## config.mk

```make
export PLATFORM = sky130hd
export DESIGN_NAME = text_terminal_escape_parser_core
export DESIGN_NICKNAME = d
export VERILOG_FILES = /design/src/hw/rtl/ttep_pkg.sv /design/src/hw/rtl/ttep_front.sv /design/src/hw/rtl/ttep_opq.sv /design/src/hw/rtl/ttep_back.sv /design/src/hw/rtl/ttep_resq.sv /design/src/hw/rtl/text_terminal_escape_parser_core.sv
export SDC_FILE = /design/constraint.sdc
export NUM_CORES = 1
export LEC_CHECK = 0
export BUFFER_PORTS_ARGS = -buffer_cell sky130_fd_sc_hd__buf_2
export CORE_MARGIN = 2
export CORE_UTILIZATION = 38
export CTS_BUF_LIST = sky130_fd_sc_hd__clkbuf_4 sky130_fd_sc_hd__clkbuf_8
export CTS_CLUSTER_DIAMETER = 80
export DETAILED_ROUTE_END_ITERATION = 6
export RECOVER_POWER = 25
export SLEW_MARGIN = 10
export SYNTH_ARGS = -nofsm -noshare
export SYNTH_HDL_FRONTEND = slang
export SYNTH_SLANG_ARGS = --single-unit
```

## constraint.sdc

```tcl
create_clock -name clk_i -period 7.1 [get_ports clk_i]
set_clock_uncertainty 0.1 [all_clocks]
set_input_delay 0.71 -clock clk_i [delete_from_list [all_inputs] [get_ports clk_i]]
set_output_delay 0.71 -clock clk_i [all_outputs]
set_load 0.1 [all_outputs]
```

## src/hw/rtl/ttep_pkg.sv

```systemverilog
`timescale 1ns / 1ps
package ttep_pkg;

  localparam int unsigned PosBits = 8;
  localparam logic [PosBits-1:0] PosMax = '1;

  // byte codes
  localparam logic [7:0] ChEsc   = 8'd27;
  localparam logic [7:0] ChLbr   = 8'h5b;
  localparam logic [7:0] ChSemi  = 8'h3b;
  localparam logic [7:0] ChZero  = 8'h30;
  localparam logic [7:0] ChNine  = 8'h39;
  localparam logic [7:0] ChP     = 8'h50;
  localparam logic [7:0] ChC     = 8'h43;
  localparam logic [7:0] ChK     = 8'h4b;
  localparam logic [7:0] ChJ     = 8'h4a;
  localparam logic [7:0] ChH     = 8'h48;
  localparam logic [7:0] ChBs    = 8'd8;
  localparam logic [7:0] ChLf    = 8'd10;
  localparam logic [7:0] ChCr    = 8'd13;

  // configuration register indexes
  localparam logic [2:0] RegCols   = 3'd0;
  localparam logic [2:0] RegRows   = 3'd1;
  localparam logic [2:0] RegNlRet  = 3'd2;
  localparam logic [2:0] RegCanon  = 3'd3;
  localparam logic [2:0] RegEcho   = 3'd4;

  typedef enum logic [2:0] {
    MODE_NORMAL = 3'b001,
    MODE_ESC    = 3'b010,
    MODE_CSI    = 3'b100
  } mode_e;

  typedef enum logic [1:0] {
    OP_NOP    = 2'd0,
    OP_RENDER = 2'd1,
    OP_FINAL  = 2'd2
  } op_kind_e;

  typedef enum logic [2:0] {
    CMD_CURSOR = 3'd0,
    CMD_SCROLL = 3'd1,
    CMD_DRAW   = 3'd2,
    CMD_CLEAR  = 3'd3,
    CMD_SPAN   = 3'd4,
    CMD_ROWS   = 3'd5,
    CMD_DELETE = 3'd6
  } cmd_e;

  typedef struct packed {
    cmd_e         cmd;
    logic [7:0]   row;
    logic [8:0]   row_end;
    logic [7:0]   col_start;
    logic [8:0]   col_end;
    logic [7:0]   del_count;
    logic [7:0]   glyph_code;
    logic [7:0]   cursor_row;
    logic [7:0]   cursor_col;
    logic         last;
  } res_t;

  typedef struct packed {
    logic [7:0] cols;
    logic [7:0] rows;
    logic       nl_ret;
    logic       canon;
    logic       echo;
  } cfg_t;

endpackage

```

## src/hw/rtl/ttep_front.sv

```systemverilog
`timescale 1ns / 1ps
module ttep_front #(
  parameter int unsigned ARG_BITS = 16
) (
  input  logic                      clk_i,
  input  logic                      rst_ni,
  input  logic                      acc_i,
  input  logic [7:0]                byte_i,
  output logic                      op_push_o,
  output logic [2*ARG_BITS+9:0]     op_data_o
);
  import ttep_pkg::*;

  localparam int unsigned MulBits = ARG_BITS + 4;

  mode_e               mode_q, mode_d;
  logic [ARG_BITS-1:0] a0_q, a0_d, a1_q, a1_d;
  logic [3:0]          slot_q, slot_d;
  op_kind_e            kind;
  logic                is_digit;
  logic [3:0]          digit;
  logic [ARG_BITS-1:0] acc_arg, acc_sat;
  logic [MulBits-1:0]  acc_mul;

  // decimal accumulate with saturation
  always_comb begin
    acc_arg = (slot_q == 4'd0) ? a0_q : a1_q;
    digit   = 4'(byte_i - ChZero);
    acc_mul = {acc_arg, 3'b000} + MulBits'({acc_arg, 1'b0}) + MulBits'(digit);
    acc_sat = (acc_mul[MulBits-1:ARG_BITS] != 4'd0) ? '1 : acc_mul[ARG_BITS-1:0];
    is_digit = (byte_i >= ChZero) && (byte_i <= ChNine);
  end

  // classify the byte and update the parse state
  always_comb begin
    mode_d = mode_q;
    a0_d   = a0_q;
    a1_d   = a1_q;
    slot_d = slot_q;
    kind   = OP_NOP;
    case (mode_q)
      MODE_ESC: begin
        if (byte_i == ChLbr) begin
          a0_d   = '0;
          a1_d   = '0;
          slot_d = 4'd0;
          mode_d = MODE_CSI;
        end else begin
          mode_d = MODE_NORMAL;
        end
      end
      MODE_CSI: begin
        if (is_digit) begin
          if (slot_q == 4'd0) a0_d = acc_sat;
          else if (slot_q == 4'd1) a1_d = acc_sat;
        end else if (byte_i == ChSemi) begin
          if (slot_q != 4'd15) slot_d = slot_q + 4'd1;
        end else begin
          kind   = OP_FINAL;
          mode_d = MODE_NORMAL;
        end
      end
      default: begin
        if (byte_i == ChEsc) mode_d = MODE_ESC;
        else begin
          mode_d = MODE_NORMAL;
          kind   = OP_RENDER;
        end
      end
    endcase
  end

  assign op_push_o = acc_i && (byte_i != 8'd0);
  assign op_data_o = {kind, byte_i, a0_d, a1_d};

  // parse state registers
  always_ff @(posedge clk_i or negedge rst_ni) begin
    if (!rst_ni) begin
      mode_q <= MODE_NORMAL;
      a0_q   <= '0;
      a1_q   <= '0;
      slot_q <= 4'd0;
    end else if (op_push_o) begin
      mode_q <= mode_d;
      a0_q   <= a0_d;
      a1_q   <= a1_d;
      slot_q <= slot_d;
    end
  end

endmodule

```

## src/hw/rtl/ttep_opq.sv

```systemverilog
`timescale 1ns / 1ps
module ttep_opq #(
  parameter int unsigned W = 42
) (
  input  logic         clk_i,
  input  logic         rst_ni,
  input  logic         push_i,
  input  logic [W-1:0] data_i,
  output logic         full_o,
  input  logic         pop_i,
  output logic         valid_o,
  output logic [W-1:0] data_o
);

  logic [W-1:0] mem_q [2];
  logic         wptr_q, rptr_q;
  logic [1:0]   cnt_q;

  assign full_o  = (cnt_q == 2'd2);
  assign valid_o = (cnt_q != 2'd0);
  assign data_o  = mem_q[rptr_q];

  // two entry storage
  always_ff @(posedge clk_i) begin
    if (push_i) mem_q[wptr_q] <= data_i;
  end

  // pointers and fill count
  always_ff @(posedge clk_i or negedge rst_ni) begin
    if (!rst_ni) begin
      wptr_q <= 1'b0;
      rptr_q <= 1'b0;
      cnt_q  <= 2'd0;
    end else begin
      if (push_i) wptr_q <= ~wptr_q;
      if (pop_i)  rptr_q <= ~rptr_q;
      cnt_q <= cnt_q + 2'(push_i) - 2'(pop_i);
    end
  end

endmodule

```

## src/hw/rtl/ttep_back.sv

```systemverilog
`timescale 1ns / 1ps
module ttep_back #(
  parameter int unsigned ARG_BITS = 16
) (
  input  logic                  clk_i,
  input  logic                  rst_ni,
  input  ttep_pkg::cfg_t        cfg_i,
  input  logic                  op_valid_i,
  input  logic [2*ARG_BITS+9:0] op_data_i,
  input  logic                  room_i,
  output logic                  fire_o,
  output logic                  two_o,
  output ttep_pkg::res_t        res0_o,
  output ttep_pkg::res_t        res1_o
);
  import ttep_pkg::*;

  logic [7:0]          row_q, row_d, col_q, col_d;
  op_kind_e            kind;
  logic [7:0]          ch;
  logic [ARG_BITS-1:0] a0, a1, a0m, a1m, adv, room_w;
  logic [ARG_BITS:0]   csum;
  logic [7:0]          room;
  res_t                r0, r1;
  logic                two;

  assign kind = op_kind_e'(op_data_i[2*ARG_BITS+9:2*ARG_BITS+8]);
  assign ch   = op_data_i[2*ARG_BITS+7:2*ARG_BITS];
  assign a0   = op_data_i[2*ARG_BITS-1:ARG_BITS];
  assign a1   = op_data_i[ARG_BITS-1:0];

  // argument helpers
  always_comb begin
    room   = (col_q < cfg_i.cols) ? cfg_i.cols - col_q : 8'd0;
    room_w = ARG_BITS'(room);
    adv    = (a0 == '0) ? ARG_BITS'(1) : a0;
    csum   = (ARG_BITS+1)'(col_q) + (ARG_BITS+1)'(adv);
    a0m    = (a0 == '0) ? a0 : a0 - ARG_BITS'(1);
    a1m    = (a1 == '0) ? a1 : a1 - ARG_BITS'(1);
  end

  // execute one operation
  always_comb begin
    row_d = row_q;
    col_d = col_q;
    r0    = '0;
    r1    = '0;
    two   = 1'b0;
    r0.cmd = CMD_CURSOR;
    r1.cmd = CMD_CURSOR;
    case (kind)
      OP_RENDER: begin
        if (ch < 8'd8) begin
          r0.cmd = CMD_CURSOR;
        end else if (ch == ChLf) begin
          row_d = (row_q == PosMax) ? PosMax : row_q + 8'd1;
          if (cfg_i.nl_ret) col_d = 8'd0;
        end else if (ch == ChCr) begin
          col_d = 8'd0;
        end else if (ch == ChBs) begin
          if (col_q != 8'd0) begin
            col_d = col_q - 8'd1;
            if (cfg_i.canon && cfg_i.echo) begin
              r0.cmd       = CMD_CLEAR;
              r0.row       = row_q;
              r0.col_start = col_d;
              r0.col_end   = 9'(col_d) + 9'd1;
            end
          end
        end else begin
          // wrap, then scroll once, then draw
          if (col_q >= cfg_i.cols) begin
            col_d = 8'd0;
            row_d = (row_q == PosMax) ? PosMax : row_q + 8'd1;
          end
          if (row_d >= cfg_i.rows) begin
            two    = 1'b1;
            r0.cmd = CMD_SCROLL;
            if (row_d != 8'd0) row_d = row_d - 8'd1;
          end
          r1.cmd        = CMD_DRAW;
          r1.row        = row_d;
          r1.col_start  = col_d;
          r1.col_end    = 9'(col_d) + 9'd1;
          r1.glyph_code = ch;
          col_d = (col_d == PosMax) ? PosMax : col_d + 8'd1;
          if (!two) r0 = r1;
        end
      end
      OP_FINAL: begin
        case (ch)
          ChP: begin
            r0.cmd       = CMD_DELETE;
            r0.row       = row_q;
            r0.col_start = col_q;
            r0.col_end   = 9'(cfg_i.cols);
            r0.del_count = (a0 < room_w) ? a0[7:0] : room;
          end
          ChC: begin
            col_d = (csum < (ARG_BITS+1)'(cfg_i.cols)) ? csum[7:0] : cfg_i.cols;
          end
          ChK: begin
            if (a0 == ARG_BITS'(0)) begin
              r0.cmd = CMD_SPAN; r0.row = row_q;
              r0.col_start = col_q; r0.col_end = 9'(cfg_i.cols);
            end else if (a0 == ARG_BITS'(1)) begin
              r0.cmd = CMD_SPAN; r0.row = row_q;
              r0.col_end = 9'(col_q) + 9'd1;
            end else if (a0 == ARG_BITS'(2)) begin
              r0.cmd = CMD_SPAN; r0.row = row_q;
              r0.col_end = 9'(cfg_i.cols);
            end
          end
          ChJ: begin
            if (a0 == ARG_BITS'(0)) begin
              r0.cmd = CMD_ROWS; r0.row = row_q; r0.row_end = 9'(cfg_i.rows);
            end else if (a0 == ARG_BITS'(1)) begin
              r0.cmd = CMD_ROWS; r0.row_end = 9'(row_q) + 9'd1;
            end else if (a0 == ARG_BITS'(2) || a0 == ARG_BITS'(3)) begin
              r0.cmd = CMD_ROWS; r0.row_end = 9'(cfg_i.rows);
            end
          end
          ChH: begin
            row_d = (a0m < ARG_BITS'(cfg_i.rows)) ? a0m[7:0] : cfg_i.rows;
            col_d = (a1m < ARG_BITS'(cfg_i.cols)) ? a1m[7:0] : cfg_i.cols;
          end
          default: r0.cmd = CMD_CURSOR;
        endcase
      end
      default: r0.cmd = CMD_CURSOR;
    endcase
    r0.cursor_row = row_d;
    r0.cursor_col = col_d;
    r1.cursor_row = row_d;
    r1.cursor_col = col_d;
    r0.last       = !two;
    r1.last       = 1'b1;
  end

  assign fire_o = op_valid_i && room_i;
  assign two_o  = two;
  assign res0_o = r0;
  assign res1_o = r1;

  // cursor registers
  always_ff @(posedge clk_i or negedge rst_ni) begin
    if (!rst_ni) begin
      row_q <= 8'd0;
      col_q <= 8'd0;
    end else if (fire_o) begin
      row_q <= row_d;
      col_q <= col_d;
    end
  end

endmodule

```

## src/hw/rtl/ttep_resq.sv

```systemverilog
`timescale 1ns / 1ps
module ttep_resq (
  input  logic           clk_i,
  input  logic           rst_ni,
  input  logic           wr_i,
  input  logic           two_i,
  input  ttep_pkg::res_t w0_i,
  input  ttep_pkg::res_t w1_i,
  output logic           room_o,
  input  logic           pop_i,
  output logic           empty_o,
  output ttep_pkg::res_t head_o
);
  import ttep_pkg::*;

  res_t       mem_q [4];
  logic [1:0] wptr_q, rptr_q;
  logic [2:0] cnt_q;
  logic       do_pop;

  assign room_o  = (cnt_q <= 3'd2);
  assign empty_o = (cnt_q == 3'd0);
  assign head_o  = mem_q[rptr_q];
  assign do_pop  = pop_i && !empty_o;

  // storage, up to two writes per cycle
  always_ff @(posedge clk_i) begin
    if (wr_i) begin
      mem_q[wptr_q] <= w0_i;
      if (two_i) mem_q[wptr_q + 2'd1] <= w1_i;
    end
  end

  // pointers and fill count
  always_ff @(posedge clk_i or negedge rst_ni) begin
    if (!rst_ni) begin
      wptr_q <= 2'd0;
      rptr_q <= 2'd0;
      cnt_q  <= 3'd0;
    end else begin
      if (wr_i)   wptr_q <= wptr_q + (two_i ? 2'd2 : 2'd1);
      if (do_pop) rptr_q <= rptr_q + 2'd1;
      cnt_q <= cnt_q + (wr_i ? (two_i ? 3'd2 : 3'd1) : 3'd0) - 3'(do_pop);
    end
  end

endmodule

```

## src/hw/rtl/text_terminal_escape_parser_core.sv

```systemverilog
`timescale 1ns / 1ps
// path: a byte's first command can be popped once it has passed the op queue
//   and then the result queue, each a registered stage
// throughput: one byte per cycle while full is low; a byte with two commands
//   (scroll and draw) is drained by the single pop per cycle of the result queue
// reset: rst_ni low clears parse state, cursor, queues and the
//   configuration registers to their defaults
module text_terminal_escape_parser_core #(
  parameter int unsigned ARG_BITS = 16
) (
  input  logic       clk_i,
  input  logic       rst_ni,
  input  logic       push,
  output logic       full,
  input  logic [7:0] in_byte_i,
  output logic       empty,
  input  logic       pop,
  output logic [2:0] cmd_o,
  output logic [7:0] row_o,
  output logic [8:0] row_end_o,
  output logic [7:0] col_start_o,
  output logic [8:0] col_end_o,
  output logic [7:0] del_count_o,
  output logic [7:0] glyph_code_o,
  output logic [7:0] cursor_row_out_o,
  output logic [7:0] cursor_col_out_o,
  output logic       last_o,
  input  logic       cfg_valid_i,
  output logic       cfg_ready_o,
  input  logic [2:0] cfg_index_i,
  input  logic [7:0] cfg_data_i
);
  import ttep_pkg::*;

  localparam int unsigned OpW = 2*ARG_BITS + 10;

  cfg_t           cfg_q;
  logic           acc, op_push, op_valid, fire, two, room;
  logic [OpW-1:0] op_in, op_out;
  res_t           r0, r1, head;

  assign acc         = push && !full;
  assign cfg_ready_o = 1'b1;

  // configuration registers
  always_ff @(posedge clk_i or negedge rst_ni) begin
    if (!rst_ni) begin
      cfg_q.cols   <= 8'd113;
      cfg_q.rows   <= 8'd48;
      cfg_q.nl_ret <= 1'b0;
      cfg_q.canon  <= 1'b1;
      cfg_q.echo   <= 1'b1;
    end else if (cfg_valid_i && cfg_ready_o) begin
      case (cfg_index_i)
        RegCols:  cfg_q.cols   <= cfg_data_i;
        RegRows:  cfg_q.rows   <= cfg_data_i;
        RegNlRet: cfg_q.nl_ret <= cfg_data_i[0];
        RegCanon: cfg_q.canon  <= cfg_data_i[0];
        RegEcho:  cfg_q.echo   <= cfg_data_i[0];
        default:  cfg_q        <= cfg_q;
      endcase
    end
  end

  ttep_front #(.ARG_BITS(ARG_BITS)) u_front (
    .clk_i, .rst_ni, .acc_i(acc), .byte_i(in_byte_i),
    .op_push_o(op_push), .op_data_o(op_in)
  );

  ttep_opq #(.W(OpW)) u_opq (
    .clk_i, .rst_ni, .push_i(op_push), .data_i(op_in), .full_o(full),
    .pop_i(fire), .valid_o(op_valid), .data_o(op_out)
  );

  ttep_back #(.ARG_BITS(ARG_BITS)) u_back (
    .clk_i, .rst_ni, .cfg_i(cfg_q), .op_valid_i(op_valid), .op_data_i(op_out),
    .room_i(room), .fire_o(fire), .two_o(two), .res0_o(r0), .res1_o(r1)
  );

  ttep_resq u_resq (
    .clk_i, .rst_ni, .wr_i(fire), .two_i(two), .w0_i(r0), .w1_i(r1),
    .room_o(room), .pop_i(pop), .empty_o(empty), .head_o(head)
  );

  assign cmd_o            = head.cmd;
  assign row_o            = head.row;
  assign row_end_o        = head.row_end;
  assign col_start_o      = head.col_start;
  assign col_end_o        = head.col_end;
  assign del_count_o      = head.del_count;
  assign glyph_code_o     = head.glyph_code;
  assign cursor_row_out_o = head.cursor_row;
  assign cursor_col_out_o = head.cursor_col;
  assign last_o           = head.last;

endmodule

```

### Yosys cells after proc, flatten, opt, wreduce, memory -nomap -nowiden

Memories as Yosys holds them, arrays and structs flattened.
Index checks and enable logic that the tools add are counted.

* bits in registers: 85
* memory bits (writable): 364
* input bits: 24
* output and inout port bits: 73
* word-level logic and storage cells: 255
* memories kept: 2

Memory list
* u_resq.mem_q: depth 4, bits a word 70, read ports 1, clocked after Yosys merged registers in 0, write ports 2, line ttep_resq.sv:16 `res_t mem_q [4];`
* u_opq.mem_q: depth 2, bits a word 42, read ports 1, clocked after Yosys merged registers in 0, write ports 1, line ttep_opq.sv:15 `logic [W-1:0] mem_q [2];`

* $add $sub $neg: 23
* order comparisons: 11
* equality and inequality tests: 32
* multiplexer cells: 140
* bitwise operators: 2
* reductions and logical operators: 28

Operator list (count)
* $mux 8: 47
* $mux 70: 3
* $mux 16: 12
* $mux 17: 8
* $mux 11: 9
* $pmux 42 s2: 1
* $mux 67: 1
* $pmux 16 s2: 2
* $mux 9: 6
* $eq 8x7->1 const B: 6
* $lt 16x8->1: 3
* $pmux 8 s2: 3
* $add 8x1->9 const B: 4
* $pmux 17 s2: 1
* $mux 33: 1
* $eq 16x2->1 const B: 2
* $logic_not 16->1: 2
* $sub 16x1->16 const B: 2
* $mux 25: 1
* $eq 8x4->1 const B: 3
* $mux 3: 8
* $pmux 8 s3: 1
* $reduce_bool 8->1: 3
* $add 19x17->20: 1
* other kinds (52): 106

### Depth between registers and ports, before layout

* depth after elaboration: 24
* depth in mapped cells: 25

### Hierarchy

Synthesis repeated with hierarchy kept, for this count alone.

* cell total of the unflattened synthesis: 2494
* area, all modules: 29224.3 um^2

By module, submodules not included
* ttep_resq: instances 1, cells an instance 726, area an instance 13965.9 um^2
* ttep_back: instances 1, cells an instance 1091, area an instance 7105.6 um^2
* ttep_front: instances 1, cells an instance 484, area an instance 3931.3 um^2
* ttep_opq: instances 1, cells an instance 146, area an instance 3432.0 um^2
* text_terminal_escape_parser_core: instances 1, cells an instance 47, area an instance 789.5 um^2

### Least setup slack after synthesis

Ideal clock, no wire load.

* path type: register -> register
* start point: register u_back.col_q[6]
* end point: memory u_resq.mem_q[3][10] in the netlist's numbering, enable pin
* library setup time: 406 ps
* arrival time: 5511 ps
* required time: 6594 ps
* slack: 1084 ps
* cell stages (with the launch flop): 21
* buffers on the path: 5
* path through: dfrtp_1 > clkbuf_1 > clkbuf_1 > inv_1 > ha_1 > o21a_1 > a21oi_1 > a21o_1 > clkbuf_1 > clkbuf_1 > nand3_1 > o21ai_1 > ha_1 > nand2b_1 > a31oi_1 > o21a_1 > o21a_1 > clkbuf_1 > nor4_2 > nor2_1 > inv_1

RTL lines
* start, declared: line ttep_back.sv:18 `logic [7:0] row_q, row_d, col_q, col_d;`
* start signal, assigned: line ttep_back.sv:152 `col_q <= col_d;`
* end, declared: line ttep_resq.sv:16

==> results.md <==
* Status: finished with violations
* Failing checks: max-capacitance violations, max-slew violations
* CTS Buffer Depth at 3
* Hold Slack at approximately 0.16 ns
* Switching Fraction at 48.49%
* Synth top area share at 32.73%
* Xor/xnor share of the synthesized area at 2.319%
* Iteration-0 DRC Markers at 1,923
* Worst slew pin tran at 2.952 ns
* Grt total ovfl at 0
* Slowest-stage cell, CP: dfrtp_4
* Max Clock Freq at ~150 MHz
* Floorplan core area at between 60,000 and 70,000 um^2
* CP Capture Type: register
* Largest family of logic cells by synthesized area: compound AO/OA/AOI/OAI gates
* TritonCTS Sinks at around 450
* Mapped Cells at 2,546
* Post-route DRC at 0
* Peak supply drop at 0.3105 mV
* Io pins at 97
* Worst Path Class, Setup: register to register
* Vias in the first global route at 21,080
* Clock slew seen by the registers of the worst setup and hold paths at 0.06 ns
* Synth top cells by count: nand2_1 (306), edfxtp_1 (284), o21ai_0 (231), nor2_1 (226), clkbuf_1 (111)
* Total GRT Usage at 24.78%
* Nets at 2,807
* Mapped Area at between 20,000 and 30,000 um^2
* Worst path max stage delay at 0.77 ns
* R2r setup slk at just over 0.6 ns
* Sequential share of the synthesized area at 47.08%
* 1st-pass router iterations at 6
* Seq pwr share at 29.6%
* Mux cell area share after synthesis at 9.628%
* CTS H-Tree Depth at 3
* Clock buffer count from CTS at slightly below 80
* Clk_lat worst skew at 0.68 ns
* Tmin final at 6.492 ns
* Post-synth EDFFs at 284
* Routed Wire Length at around 88 mm
* PnR Total Power at around 0.013 W
* Starting Density at between 30% and 40%
* Die area at 70,680 um^2
* Largest net degree at the start of global routing at 50
* Synth area leaders: edfxtp_1 (33%), dfrtp_1 (7.3%), dfxtp_1 (6.1%), mux4_2 (6.1%), ha_1 (5.2%)
* Worst Hold Class: input port to register
* Share of layout cells above drive strength 1 at 17.09%
* Unrepaired setup endpoints after global routing: false
* Clk pwr share at between 10% and 20%
* Count leader, synth: nand2_1
* Post-synthesis cell type count at between 90 and 100
* Critical Path AT at 6.78 ns
* Setup violators final at 0
* Post-synthesis adder-cell area fraction at 5.618%
* Die height at 265.9 um
* Synth Flop Type: edfxtp_1
* CTS root buf: clkbuf_8
* Crit path cell chain: buf_4 > mux2i_1 > ha_1 > o211ai_1 > a211oi_1 > nor3_1 > xnor2_1 > ha_1 > a21o_1 > a21o_1 > a2111oi_0 > o2111ai_1 > a221o_1 > o21ai_1 > o211ai_1 > a221oi_1 > nor2_1
* Int Power at 0.006443 W
* Synth Area in Compound Gates at 16.37%
* Net Sw Power at 0.006066 W
* YS warnings at 0
* LEAKAGE at 10.77 nW
* Asr flop ratio synth at 18.93%
* Routed length per instance at approximately 24 um
* DP HPWL at 65.58 mm
* Mean post-synth cell area at approximately 10 um^2
* DRT antenna net count at 0
* Pwr dens at 425.7 nW/um^2
* FP Rows at 96
* Die width at 265.9 um
* Period utilization at 91.43%
* Post-CTS sizing at 0
* FF+latch count, synth at between 400 and 500
* Antenna violations before repair at 1
* Final hold viol count at 0
* Rel. slew slack at -96.80%
* # Max-Cap Violations at 6
* Setup TNS at 0 ns
* Simple-gate share of the synthesized area at roughly 16%
* Port bufs at 95
* Vias per inst at 5.951
* Pins Over Slew Limit at between 200 and 300
* Routed via count at ~22,000
* Synthesized Nets at around 2,700
* CTS tree: built
* CP Launch Type: register
* Required time of the critical path at 7.39 ns
* Yosys top cell by area: edfxtp_1
* Power share of the combinational group at 50.7%
* Synth-to-Final Area Change at 12.76%
* First-pass GRT wire length at 132.6 mm
* Crit path max fanout at between 40 and 50
* Placer congestion estimate at 0.9516
==> final timing paths <==
check	startpoint	endpoint	depth (start not counted)
max	u_opq.rptr_q	u_resq.mem_q[2][1]	17
min	cfg_data_i[5]	cfg_q[8]	3
max reg2reg	u_opq.rptr_q	u_resq.mem_q[2][1]	17
min reg2reg	u_resq.mem_q[2][30]	u_resq.mem_q[2][30]	2
max in group asynchronous	rst_ni	u_resq.rptr_q[1]	3
min in group asynchronous	rst_ni	u_front.slot_q[1]	2
==> stage by stage <==
step	instances	setup slack [ns]	utilization [%]	area [um^2]
after global placement	3469	0.8486	40.71	27780
after global routing	3616	0.1597	43.06	29380
final	3617	0.6084	43.07	29380
after CTS	3615	0.7031	43.13	29430
after detailed placement	3469	0.7173	40.71	27780
after floorplan	2546	1.084	-	26060
==> layout by cell type (no fill, tap or decap), types with 20 or more instances in the layout <==
cell / n
nand2_1: 306
edfxtp_1: 284
o21ai_0: 231
nor2_1: 225
ha_1: 109
nand3_1: 91
o22ai_1: 89
clkbuf_8: 88
buf_2: 83
a21oi_1: 80
dfxtp_1: 80
inv_1: 79
buf_4: 77
dfrtp_1: 74
mux4_2: 70
nor3_1: 56
xnor2_1: 49
mux2_2: 43
o21ai_1: 39
mux2i_1: 37
clkbuf_4: 29
a21o_1: 24
a31oi_1: 23
a22oi_1: 21
and2_1: 20
a211oi_1: 20
xor2_1: 20
==> cell families after synthesis <==
family | count (synthesis)
xor+xnor | 69
fa+ha+maj | 114
flops | 449
mux | 156
buf+inv | 224
other cells | 1
simple gates | 860
compound gates | 673
==> critical path: cells and delay by family, from the launching register on <==
family / cells / cell delay, ns
AO/OA/AOI/OAI: 10 / 3.18
flip-flops: 1 / 0.77
adder cells (fa/ha/maj): 2 / 0.55
buffers and inverters: 1 / 0.53
multiplexers: 1 / 0.49
AND/OR/NAND/NOR: 2 / 0.29
XOR/XNOR: 1 / 0.28
==> flip-flops by register name, indices dropped and copies added (netlist names), 3 cells and up <==
register        cells
u_back.row_q        8
u_back.col_q        8
u_front.slot_q      4
cfg_q              19
u_opq.mem_q        84
u_resq.cnt_q        3
u_front.a0_q       16
u_resq.mem_q      280
u_front.mode_q      3
u_front.a1_q       16
==> power groups by stage <==
stage,combinational [W],clock [W],sequential (W)
after floorplan,0.00475,0,0.00351
after CTS,0.00631,0.00251,0.00371
after global placement,0.00629,0,0.00374
after detailed placement,0.00629,0,0.00376
final,0.00634,0.00246,0.00371
after global routing,0.00673,0.00263,0.00376
==> area by class of cell <==
class / instances / area, um^2
tap: 882 / 1104
sequential: 449 / 12280
timing repair buffer: 179 / 1087
antenna: 2 / 5.005
clock buffer: 117 / 1429
fill: 6632 / 38840
multi-input combinational: 1873 / 12940
clock inverter: 28 / 214.0
inverter: 87 / 326.6
==> per-layer routing <==
layer | track usage, % | part of all wire [%]
met4 | 11.07 | 4.5
met1 | 32.35 | 42
met2 | 40.96 | 48
met5 | 0 | 0
met3 | 3.521 | 5.8
==> repair_timing <==
| item | in CTS | in global routing |
|---|---|---|
| hold endpoints to repair | 37 | 0 |
| buffers inserted | 0 | 0 |
| hold buffers | 1 | 0 |
Note: power is estimated with default switching activity, not from simulation.
